## config.mk

```make
export PLATFORM = sky130hd
export DESIGN_NAME = vm_instruction_execute
export DESIGN_NICKNAME = d
export VERILOG_FILES = /design/src/rtl/vmie_pkg.sv /design/src/rtl/vm_instruction_execute.sv
export SDC_FILE = /design/constraint.sdc
export NUM_CORES = 2
export LEC_CHECK = 0
export BUFFER_PORTS_ARGS = -buffer_cell sky130_fd_sc_hd__buf_4
export CAP_MARGIN = 20
export CORE_MARGIN = 2
export CORE_UTILIZATION = 37
export DETAILED_ROUTE_END_ITERATION = 12
export SYNTH_ARGS = -nofsm -noshare
export SYNTH_HDL_FRONTEND = slang
export SYNTH_SLANG_ARGS = --single-unit
```

## constraint.sdc

```tcl
create_clock -name clk -period 6.8 [get_ports clk]
set_input_delay 2.04 -clock clk [delete_from_list [all_inputs] [get_ports clk]]
set_output_delay 2.04 -clock clk [all_outputs]
set_load 0.01 [all_outputs]
```

## src/rtl/vmie_pkg.sv

```systemverilog
// Package with the item types, opcodes, error codes and flag masks of the instruction execute block.
package vmie_pkg;

    localparam int IP_BITS = 32;

    typedef enum logic [3:0] {
        OP_LOAD = 4'd0,
        OP_INC  = 4'd1,
        OP_DEC  = 4'd2,
        OP_ADD  = 4'd3,
        OP_SUB  = 4'd4,
        OP_CMP  = 4'd5,
        OP_JE   = 4'd6,
        OP_JNE  = 4'd7,
        OP_JL   = 4'd8,
        OP_JG   = 4'd9,
        OP_JLE  = 4'd10,
        OP_JGE  = 4'd11,
        OP_PUSH = 4'd12,
        OP_POP  = 4'd13,
        OP_CALL = 4'd14,
        OP_RET  = 4'd15
    } opcode_t;

    typedef enum logic [2:0] {
        ERR_NONE     = 3'd0,
        ERR_POP      = 3'd1,
        ERR_RET      = 3'd2,
        ERR_JUMP     = 3'd3,
        ERR_OVERFLOW = 3'd4
    } err_t;

    localparam logic [3:0] FLAG_VALID = 4'h1;
    localparam logic [3:0] FLAG_EQ    = 4'h2;
    localparam logic [3:0] FLAG_LT    = 4'h4;
    localparam logic [3:0] FLAG_GT    = 4'h8;
    localparam logic [3:0] FLAG_LE    = 4'h6;
    localparam logic [3:0] FLAG_GE    = 4'hA;

    typedef struct packed {
        opcode_t            opcode;
        logic [2:0]         dest_reg;
        logic               a_is_reg;
        logic [31:0]        a_operand;
        logic               b_is_reg;
        logic [31:0]        b_operand;
        logic signed [31:0] jump_offset;
    } instr_t;

    typedef struct packed {
        logic        ok;
        err_t        error_code;
        logic [31:0] next_ip;
        logic [3:0]  flags_out;
        logic        reg_written;
        logic [31:0] written_value;
    } result_t;

    typedef struct packed {
        logic               tag;
        logic [IP_BITS-1:0] value;
    } stk_entry_t;

endpackage

```

## src/rtl/vm_instruction_execute.sv

```systemverilog
// Top level of the instruction execute block: operand fetch, execute and result register.
//
// The block runs one decoded instruction of a small register machine per item.
// Items arrive on the instr channel (instr_valid, instr_stall, instr) and one result
// item per instruction leaves on the result channel (result_valid, result_stall,
// result). An item accepted at a clock edge has its source registers read at that
// edge, is executed from the operand registers and has its result registered in
// the result register as soon as that register is free.
// Throughput is one item per cycle unless the result side stalls; consecutive items
// see each other's register, flag and stack updates through forwarding on the
// register file read ports and on the stack read port, so no bubbles are inserted.
// The register file has two read ports, the stack memory one read port that always
// holds the entry just below the cached top of stack.
// When result_stall holds a finished result, the item in the execute stage waits
// and instr_stall rises; with the result register empty or draining, a new item is
// taken every cycle.
// Reset clears the registers, the instruction pointer, the compare flags and the
// stack depth at once; the stack memory itself needs no clearing pass.
module vm_instruction_execute
    import vmie_pkg::*;
#(
    parameter int NUM_REGS    = 8,
    parameter int STACK_DEPTH = 16,
    parameter int WORD_BITS   = 32
)
(
    input  logic    clk,
    input  logic    rst_n,
    input  logic    instr_valid,
    output logic    instr_stall,
    input  instr_t  instr,
    output logic    result_valid,
    input  logic    result_stall,
    output result_t result
);

    localparam int REG_IDX_W = (NUM_REGS > 1) ? $clog2(NUM_REGS) : 1;
    localparam int SP_W      = $clog2(STACK_DEPTH);
    localparam int DEPTH_W   = $clog2(STACK_DEPTH + 1);

    // Pipeline control.
    logic in_valid_reg;
    logic in_valid_next;
    logic out_valid_reg;
    logic out_valid_next;
    logic out_free;
    logic advance;
    logic accept;

    // Register file.
    logic [WORD_BITS-1:0] rf_mem_reg [NUM_REGS];
    logic [NUM_REGS-1:0]  rf_valid_reg;
    logic                 rf_we;
    logic [REG_IDX_W-1:0] rf_waddr;
    logic [WORD_BITS-1:0] rf_wdata;

    // Operand fetch.
    logic                 p1_dest;
    logic                 p1_is_reg;
    logic [31:0]          p1_index;
    logic                 p1_in_range;
    logic [REG_IDX_W-1:0] p1_addr;
    logic                 p1_hit;
    logic                 p1_use_mem;
    logic [WORD_BITS-1:0] p1_alt;
    logic                 p2_in_range;
    logic [REG_IDX_W-1:0] p2_addr;
    logic                 p2_hit;
    logic                 p2_use_mem;
    logic [WORD_BITS-1:0] p2_alt;

    instr_t               x_reg;
    logic [WORD_BITS-1:0] p1_mem_reg;
    logic [WORD_BITS-1:0] p2_mem_reg;
    logic [WORD_BITS-1:0] p1_alt_reg;
    logic [WORD_BITS-1:0] p2_alt_reg;
    logic                 p1_use_mem_reg;
    logic                 p2_use_mem_reg;

    // Architectural state.
    logic [IP_BITS-1:0] ip_reg;
    logic [IP_BITS-1:0] ip_next;
    logic [3:0]         flags_reg;
    logic [3:0]         flags_next;
    logic [DEPTH_W-1:0] depth_reg;
    logic [DEPTH_W-1:0] depth_next;

    // Stack: the top entry is cached, the rest lives in memory.
    stk_entry_t         stk_mem_reg [STACK_DEPTH];
    stk_entry_t         top_reg;
    stk_entry_t         top_next;
    stk_entry_t         stk_rd_reg;
    stk_entry_t         stk_byp_val_reg;
    logic               stk_byp_reg;
    stk_entry_t         below;
    logic               stk_we;
    logic [SP_W-1:0]    stk_waddr;
    logic [SP_W-1:0]    stk_raddr;

    // Execute.
    logic [WORD_BITS-1:0] a;
    logic [WORD_BITS-1:0] b;
    err_t                 err;
    logic                 wr;
    logic [WORD_BITS-1:0] val;
    logic [IP_BITS-1:0]   exec_ip;
    logic [3:0]           exec_flags;
    logic                 taken;
    logic                 push_do;
    logic                 pop_do;
    stk_entry_t           push_entry;
    logic                 dest_ok;
    logic                 stk_full;
    logic                 stk_empty;
    result_t              res_reg;
    result_t              res_next;

    assign out_free    = !out_valid_reg || !result_stall;
    assign advance     = in_valid_reg && out_free;
    assign instr_stall = in_valid_reg && !out_free;
    assign accept      = instr_valid && !instr_stall;

    always_comb
    begin
        in_valid_next = in_valid_reg;
        if (accept)
        begin
            in_valid_next = 1'b1;
        end
        else if (advance)
        begin
            in_valid_next = 1'b0;
        end
        out_valid_next = out_valid_reg;
        if (advance)
        begin
            out_valid_next = 1'b1;
        end
        else if (!result_stall)
        begin
            out_valid_next = 1'b0;
        end
    end

    always_ff @(posedge clk or negedge rst_n)
    begin
        if (!rst_n)
        begin
            in_valid_reg  <= 1'b0;
            out_valid_reg <= 1'b0;
        end
        else
        begin
            in_valid_reg  <= in_valid_next;
            out_valid_reg <= out_valid_next;
        end
    end

    // Inc, dec and push read the destination register on the first port.
    always_comb
    begin
        p1_dest     = (instr.opcode == OP_INC) || (instr.opcode == OP_DEC) ||
                      (instr.opcode == OP_PUSH);
        p1_is_reg   = p1_dest || instr.a_is_reg;
        p1_index    = p1_dest ? 32'(instr.dest_reg) : instr.a_operand;
        p1_in_range = p1_index < 32'(NUM_REGS);
        p1_addr     = REG_IDX_W'(p1_index);
        p1_hit      = rf_we && (rf_waddr == p1_addr);
        p1_use_mem  = p1_is_reg && p1_in_range && rf_valid_reg[p1_addr] && !p1_hit;
        if (!p1_is_reg)
        begin
            p1_alt = WORD_BITS'(instr.a_operand);
        end
        else if (p1_in_range && p1_hit)
        begin
            p1_alt = rf_wdata;
        end
        else
        begin
            p1_alt = '0;
        end

        p2_in_range = instr.b_operand < 32'(NUM_REGS);
        p2_addr     = REG_IDX_W'(instr.b_operand);
        p2_hit      = rf_we && (rf_waddr == p2_addr);
        p2_use_mem  = instr.b_is_reg && p2_in_range && rf_valid_reg[p2_addr] && !p2_hit;
        if (!instr.b_is_reg)
        begin
            p2_alt = WORD_BITS'(instr.b_operand);
        end
        else if (p2_in_range && p2_hit)
        begin
            p2_alt = rf_wdata;
        end
        else
        begin
            p2_alt = '0;
        end
    end

    always_ff @(posedge clk)
    begin
        if (rf_we)
        begin
            rf_mem_reg[rf_waddr] <= rf_wdata;
        end
        if (accept)
        begin
            p1_mem_reg     <= rf_mem_reg[p1_addr];
            p2_mem_reg     <= rf_mem_reg[p2_addr];
            p1_alt_reg     <= p1_alt;
            p2_alt_reg     <= p2_alt;
            p1_use_mem_reg <= p1_use_mem;
            p2_use_mem_reg <= p2_use_mem;
            x_reg          <= instr;
        end
    end

    always_ff @(posedge clk or negedge rst_n)
    begin
        if (!rst_n)
        begin
            rf_valid_reg <= '0;
        end
        else if (rf_we)
        begin
            rf_valid_reg[rf_waddr] <= 1'b1;
        end
    end

    assign a         = p1_use_mem_reg ? p1_mem_reg : p1_alt_reg;
    assign b         = p2_use_mem_reg ? p2_mem_reg : p2_alt_reg;
    assign below     = stk_byp_reg ? stk_byp_val_reg : stk_rd_reg;
    assign dest_ok   = 32'(x_reg.dest_reg) < 32'(NUM_REGS);
    assign stk_full  = depth_reg == DEPTH_W'(STACK_DEPTH);
    assign stk_empty = depth_reg == '0;

    always_comb
    begin
        err        = ERR_NONE;
        wr         = 1'b0;
        val        = '0;
        exec_ip    = ip_reg + IP_BITS'(1);
        exec_flags = flags_reg;
        taken      = 1'b0;
        push_do    = 1'b0;
        pop_do     = 1'b0;
        push_entry = '0;
        case (x_reg.opcode)
            OP_JE:   taken = (flags_reg & FLAG_EQ) != '0;
            OP_JNE:  taken = (flags_reg & FLAG_EQ) == '0;
            OP_JL:   taken = (flags_reg & FLAG_LT) != '0;
            OP_JG:   taken = (flags_reg & FLAG_GT) != '0;
            OP_JLE:  taken = (flags_reg & FLAG_LE) != '0;
            default: taken = (flags_reg & FLAG_GE) != '0;
        endcase
        unique case (x_reg.opcode)
            OP_LOAD:
            begin
                wr  = 1'b1;
                val = a;
            end
            OP_INC:
            begin
                wr  = 1'b1;
                val = a + WORD_BITS'(1);
            end
            OP_DEC:
            begin
                wr  = 1'b1;
                val = a - WORD_BITS'(1);
            end
            OP_ADD:
            begin
                wr  = 1'b1;
                val = a + b;
            end
            OP_SUB:
            begin
                wr  = 1'b1;
                val = a - b;
            end
            OP_CMP:
            begin
                exec_flags = {a > b, a < b, a == b, 1'b1};
            end
            OP_JE, OP_JNE, OP_JL, OP_JG, OP_JLE, OP_JGE:
            begin
                if ((flags_reg & FLAG_VALID) == '0)
                begin
                    err = ERR_JUMP;
                end
                else
                begin
                    if (taken)
                    begin
                        exec_ip = ip_reg + $unsigned(x_reg.jump_offset);
                    end
                    exec_flags = '0;
                end
            end
            OP_PUSH:
            begin
                if (stk_full)
                begin
                    err = ERR_OVERFLOW;
                end
                else
                begin
                    push_do          = 1'b1;
                    push_entry.tag   = 1'b0;
                    push_entry.value = IP_BITS'(a);
                end
            end
            OP_POP:
            begin
                if (stk_empty || top_reg.tag)
                begin
                    err = ERR_POP;
                end
                else
                begin
                    pop_do = 1'b1;
                    wr     = 1'b1;
                    val    = WORD_BITS'(top_reg.value);
                end
            end
            OP_CALL:
            begin
                if (stk_full)
                begin
                    err = ERR_OVERFLOW;
                end
                else
                begin
                    push_do          = 1'b1;
                    push_entry.tag   = 1'b1;
                    push_entry.value = ip_reg;
                    exec_ip          = ip_reg + $unsigned(x_reg.jump_offset);
                end
            end
            OP_RET:
            begin
                if (stk_empty || !top_reg.tag)
                begin
                    err = ERR_RET;
                end
                else
                begin
                    pop_do  = 1'b1;
                    exec_ip = top_reg.value + IP_BITS'(1);
                end
            end
        endcase
        if (err != ERR_NONE)
        begin
            wr      = 1'b0;
            val     = '0;
            exec_ip = ip_reg;
        end
        else if (wr && !dest_ok)
        begin
            wr  = 1'b0;
            val = '0;
        end
    end

    assign rf_we     = advance && wr;
    assign rf_waddr  = REG_IDX_W'(x_reg.dest_reg);
    assign rf_wdata  = val;
    assign stk_we    = advance && push_do && !stk_empty;
    assign stk_waddr = SP_W'(depth_reg - DEPTH_W'(1));
    assign stk_raddr = SP_W'(depth_next - DEPTH_W'(2));

    always_comb
    begin
        ip_next    = ip_reg;
        flags_next = flags_reg;
        depth_next = depth_reg;
        top_next   = top_reg;
        if (advance)
        begin
            ip_next    = exec_ip;
            flags_next = exec_flags;
            if (push_do)
            begin
                depth_next = depth_reg + DEPTH_W'(1);
                top_next   = push_entry;
            end
            else if (pop_do)
            begin
                depth_next = depth_reg - DEPTH_W'(1);
                top_next   = below;
            end
        end
        res_next.ok            = err == ERR_NONE;
        res_next.error_code    = err;
        res_next.next_ip       = exec_ip;
        res_next.flags_out     = exec_flags;
        res_next.reg_written   = wr;
        res_next.written_value = 32'(val);
    end

    always_ff @(posedge clk or negedge rst_n)
    begin
        if (!rst_n)
        begin
            ip_reg      <= '0;
            flags_reg   <= '0;
            depth_reg   <= '0;
            stk_byp_reg <= 1'b0;
        end
        else
        begin
            ip_reg      <= ip_next;
            flags_reg   <= flags_next;
            depth_reg   <= depth_next;
            stk_byp_reg <= advance && push_do;
        end
    end

    // The read port always fetches the entry that sits below the next top of stack.
    always_ff @(posedge clk)
    begin
        if (stk_we)
        begin
            stk_mem_reg[stk_waddr] <= top_reg;
        end
        stk_rd_reg      <= stk_mem_reg[stk_raddr];
        stk_byp_val_reg <= top_reg;
        top_reg         <= top_next;
        if (advance)
        begin
            res_reg <= res_next;
        end
    end

    assign result_valid = out_valid_reg;
    assign result       = res_reg;

endmodule

```

==> results.tsv <==
stage	metric	value	unit
logic_synthesis	syn avg cell area	13.5	µm²
worst_setup_path	Startpoint Class	flip-flop	
floorplan	Row Count	140	
floorplan	Die Span Y	388	µm
clock_tree	post-CTS resize count	0	
logic_synthesis	predominant post-synthesis flop cell	edfxtp_1	
power_and_ir_drop	Seq pwr share	0.417	
place	HPWL Detailed	113	mm
global_route	largest net degree at the start of global routing	134	
logic_synthesis	warnings from Yosys	0	
route	Pre-antenna DRT Iters	6	
worst_setup_path	register-to-register setup slack	1.23	ns
floorplan	I/O pin cnt	184	
timing	Slew Viols, Final	0	
clock_tree	clk slew on worst S/H paths	0.06	ns
logic_synthesis	Synth Net Count	4247	
hold_path	Hold Crit Class	flip-flop to flip-flop	
route	DR vias	36400	
route	DRT iter0 DRCs	4235	
power_and_ir_drop	pwr/cell area	349	nW/µm²
timing	Final Hold Fails	0	
clock_tree	TritonCTS clock tree	yes	
clock_tree	H-tree levels	3	
timing	worst hold margin	0.490	ns
logic_synthesis	asr flop ratio synth	0.0442	
worst_setup_path	crit end category	flip-flop	
logic_synthesis	Post-synth EDFFs	1059	
timing	relative slew slack	0.174	
clock_tree	CTS Sinks	1177	
place	port buffer count	183	
logic_synthesis	Yosys reg bits	1177	
route	DR DRC count	0	
timing	RSZ-0062 raised after global routing	no	
route	WL met3	13.2	mm
clock_tree	setup bufs post-CTS	0	
worst_setup_path	Worst EP arrival	6.03	ns
timing	Worst-Margin Slew	1.23	ns
timing	fin crit period	5.57	ns
power_and_ir_drop	Clk network pwr share	0.305	
timing	setup TNS	0	ns
route	drt via density	5.83	
clock_tree	Num CTS Buffers	115	
timing	setup violators final	0	
outcome	outcome	complete, no violations	
timing	Final Cycle Share	0.820	
timing	fmax	0.179	GHz
route	M1 WL	68.7	mm
finish	Final Util	0.429	
clock_tree	CTS Hold Buffers Added	0	
clock_tree	clk_lat worst skew	0.77	ns
floorplan	Initial Utilization	0.373	
route	routed wl met2	79.2	mm
clock_tree	clk buf depth	3	
power_and_ir_drop	Pleak	22.0	nW
power_and_ir_drop	Gate power share	0.278	
logic_synthesis	top-area cell type share of the netlist area	0.584	
power_and_ir_drop	Psw	7.03	mW
route	final wirelength	168	mm
finish	fill count	13200	
logic_synthesis	Gate Count Post-Synth	4032	
logic_synthesis	leading area contributor after synthesis	edfxtp_1	
power_and_ir_drop	Pwr Total	21.9	mW
finish	Layout Nets	4444	
route	routed len/inst	26.9	µm
logic_synthesis	cell area after synthesis	54400	µm²
worst_setup_path	CP max FO	31	
floorplan	Die W	388	µm
global_route	vias in the first global route	35200	
logic_synthesis	top cells by area, synth	edfxtp_1, mux4_2, nand2_1, dfxtp_1, dfrtp_1	
clock_tree	root buf cell	clkbuf_16	
flow_run	Max-Cap Viols	0	
logic_synthesis	Yosys cell types	90	
worst_setup_path	critical path required time	7.25	ns
finish	max reg flops	528	
logic_synthesis	most common cell in the netlist	edfxtp_1	
finish	layout cells sized above 1	0.180	
power_and_ir_drop	sw frac	0.322	
finish	Layout area overhead	15.0	%
global_route	initial antenna violation count	3	
route	Top Layer Used	met5	
logic_synthesis	synth cell count leaders	edfxtp_1, nand2_1, nand3_1	
floorplan	Die ar.	150000	µm²
timing	clk_skew	0.0741	ns
global_route	gr ovfl total	0	
power_and_ir_drop	cell-internal power	14.8	mW
logic_synthesis	register area share after synthesis	0.632	
route	Final ANT Viol Nets	0	
power_and_ir_drop	Worst IR Drop VDD	762	µV
place	placer congestion estimate	0.898	
global_route	GRT Util Overall	0.219	
global_route	first-pass GRT wire length	243	mm
worst_setup_path	critical path class	flip-flop to flip-flop	
floorplan	core area	146000	µm²
-- power by group through the flow --
stage / registers [mW] / clock network, mW / logic, mW
finish: 9.12 / 6.67 / 6.08
CTS: 9.10 / 6.78 / 6.10
global route: 9.15 / 7.04 / 6.60
global placement: 9.26 / 0 / 6.04
detailed placement: 9.25 / 0 / 6.08
floorplan: 8.94 / 0 / 4.17
-- kinds of logic after synthesis --
kind of cell | after synthesis | synth area share
and+or+nand+nor | 1185 | 0.0982
AOI/OAI and AO/OA | 786 | 0.0942
buffers and inverters | 323 | 0.0240
adders and majority gates | 106 | 0.0248
muxes | 318 | 0.104
xor gates and xnor gates | 137 | 0.0220
DFF | 1177 | 0.632
-- worst paths after layout --
check	from	to	depth (start not counted)
min in group asynchronous	rst_n	ip_reg[13]	1
max	x_reg[103]	p1_alt_reg[17]	14
min	in_valid_reg	result_valid	1
min reg2reg	in_valid_reg	result_valid	1
max in group asynchronous	rst_n	stk_byp_reg	1
max reg2reg	x_reg[103]	p1_alt_reg[17]	14
-- layout make-up --
type	count	area, µm²	area share
Sequential cell	1177	34400	0.550
Clock inverter	59	822	0.0131
Multi-Input combinational cell	2532	19000	0.303
Inverter	90	340	0.00544
Antenna cell	1	2.50	0.0000400
Tap cell	1917	2400	0.0383
Timing Repair Buffer	313	2490	0.0397
Clock buffer	160	3160	0.0504
-- cell usage in the layout (no fill, tap or decap), drive strengths merged, types with 66 or more instances in the layout --
| master | Yosys | layout |
|---|---|---|
| dfxtp | 66 | 66 |
| mux4 | 198 | 198 |
| a22oi | 84 | 84 |
| nand3 | 213 | 213 |
| nor2 | 126 | 126 |
| nand2 | 621 | 621 |
| clkbuf | 179 | 160 |
| a21oi | 185 | 185 |
| inv | 88 | 93 |
| buf | 54 | 313 |
| o21ai | 215 | 215 |
| ha | 103 | 103 |
| xnor2 | 83 | 83 |
| edfxtp | 1059 | 1059 |
| mux2i | 104 | 104 |
-- stage by stage --
step | worst slack, ns | cells | area [µm²]
final | 1.23 | 6249 | 62600
after global routing | 1.02 | 6248 | 62600
after CTS | 1.44 | 6248 | 62600
after detailed placement | 1.33 | 6029 | 58600
after global placement | 1.38 | 6028 | 58600
after floorplan | 0.226 | 4032 | 54400
-- metal layers --
metal | up-vias | track usage
met1 | 18500 | 0.300
met3 | 296 | 0.0312
met5 | - | 0
met4 | 2 | 0.0919
li1 | 15900 | -
met2 | 1674 | 0.352
-- worst max-delay path, cell delays in order (launching register included) --
cell	delay, ns
edfxtp_1	0.85
nor2_1	0.14
nand2_1	0.75
o21a_1	0.27
inv_1	0.06
ha_1	0.30
a211oi_1	0.28
o21ai_0	0.23
o21ai_0	0.51
o31a_1	0.30
o21bai_1	0.12
xor2_1	0.15
a222oi_1	0.48
o21ai_1	0.46
a22o_1	0.33
Note: power is estimated with default switching activity, not from simulation.
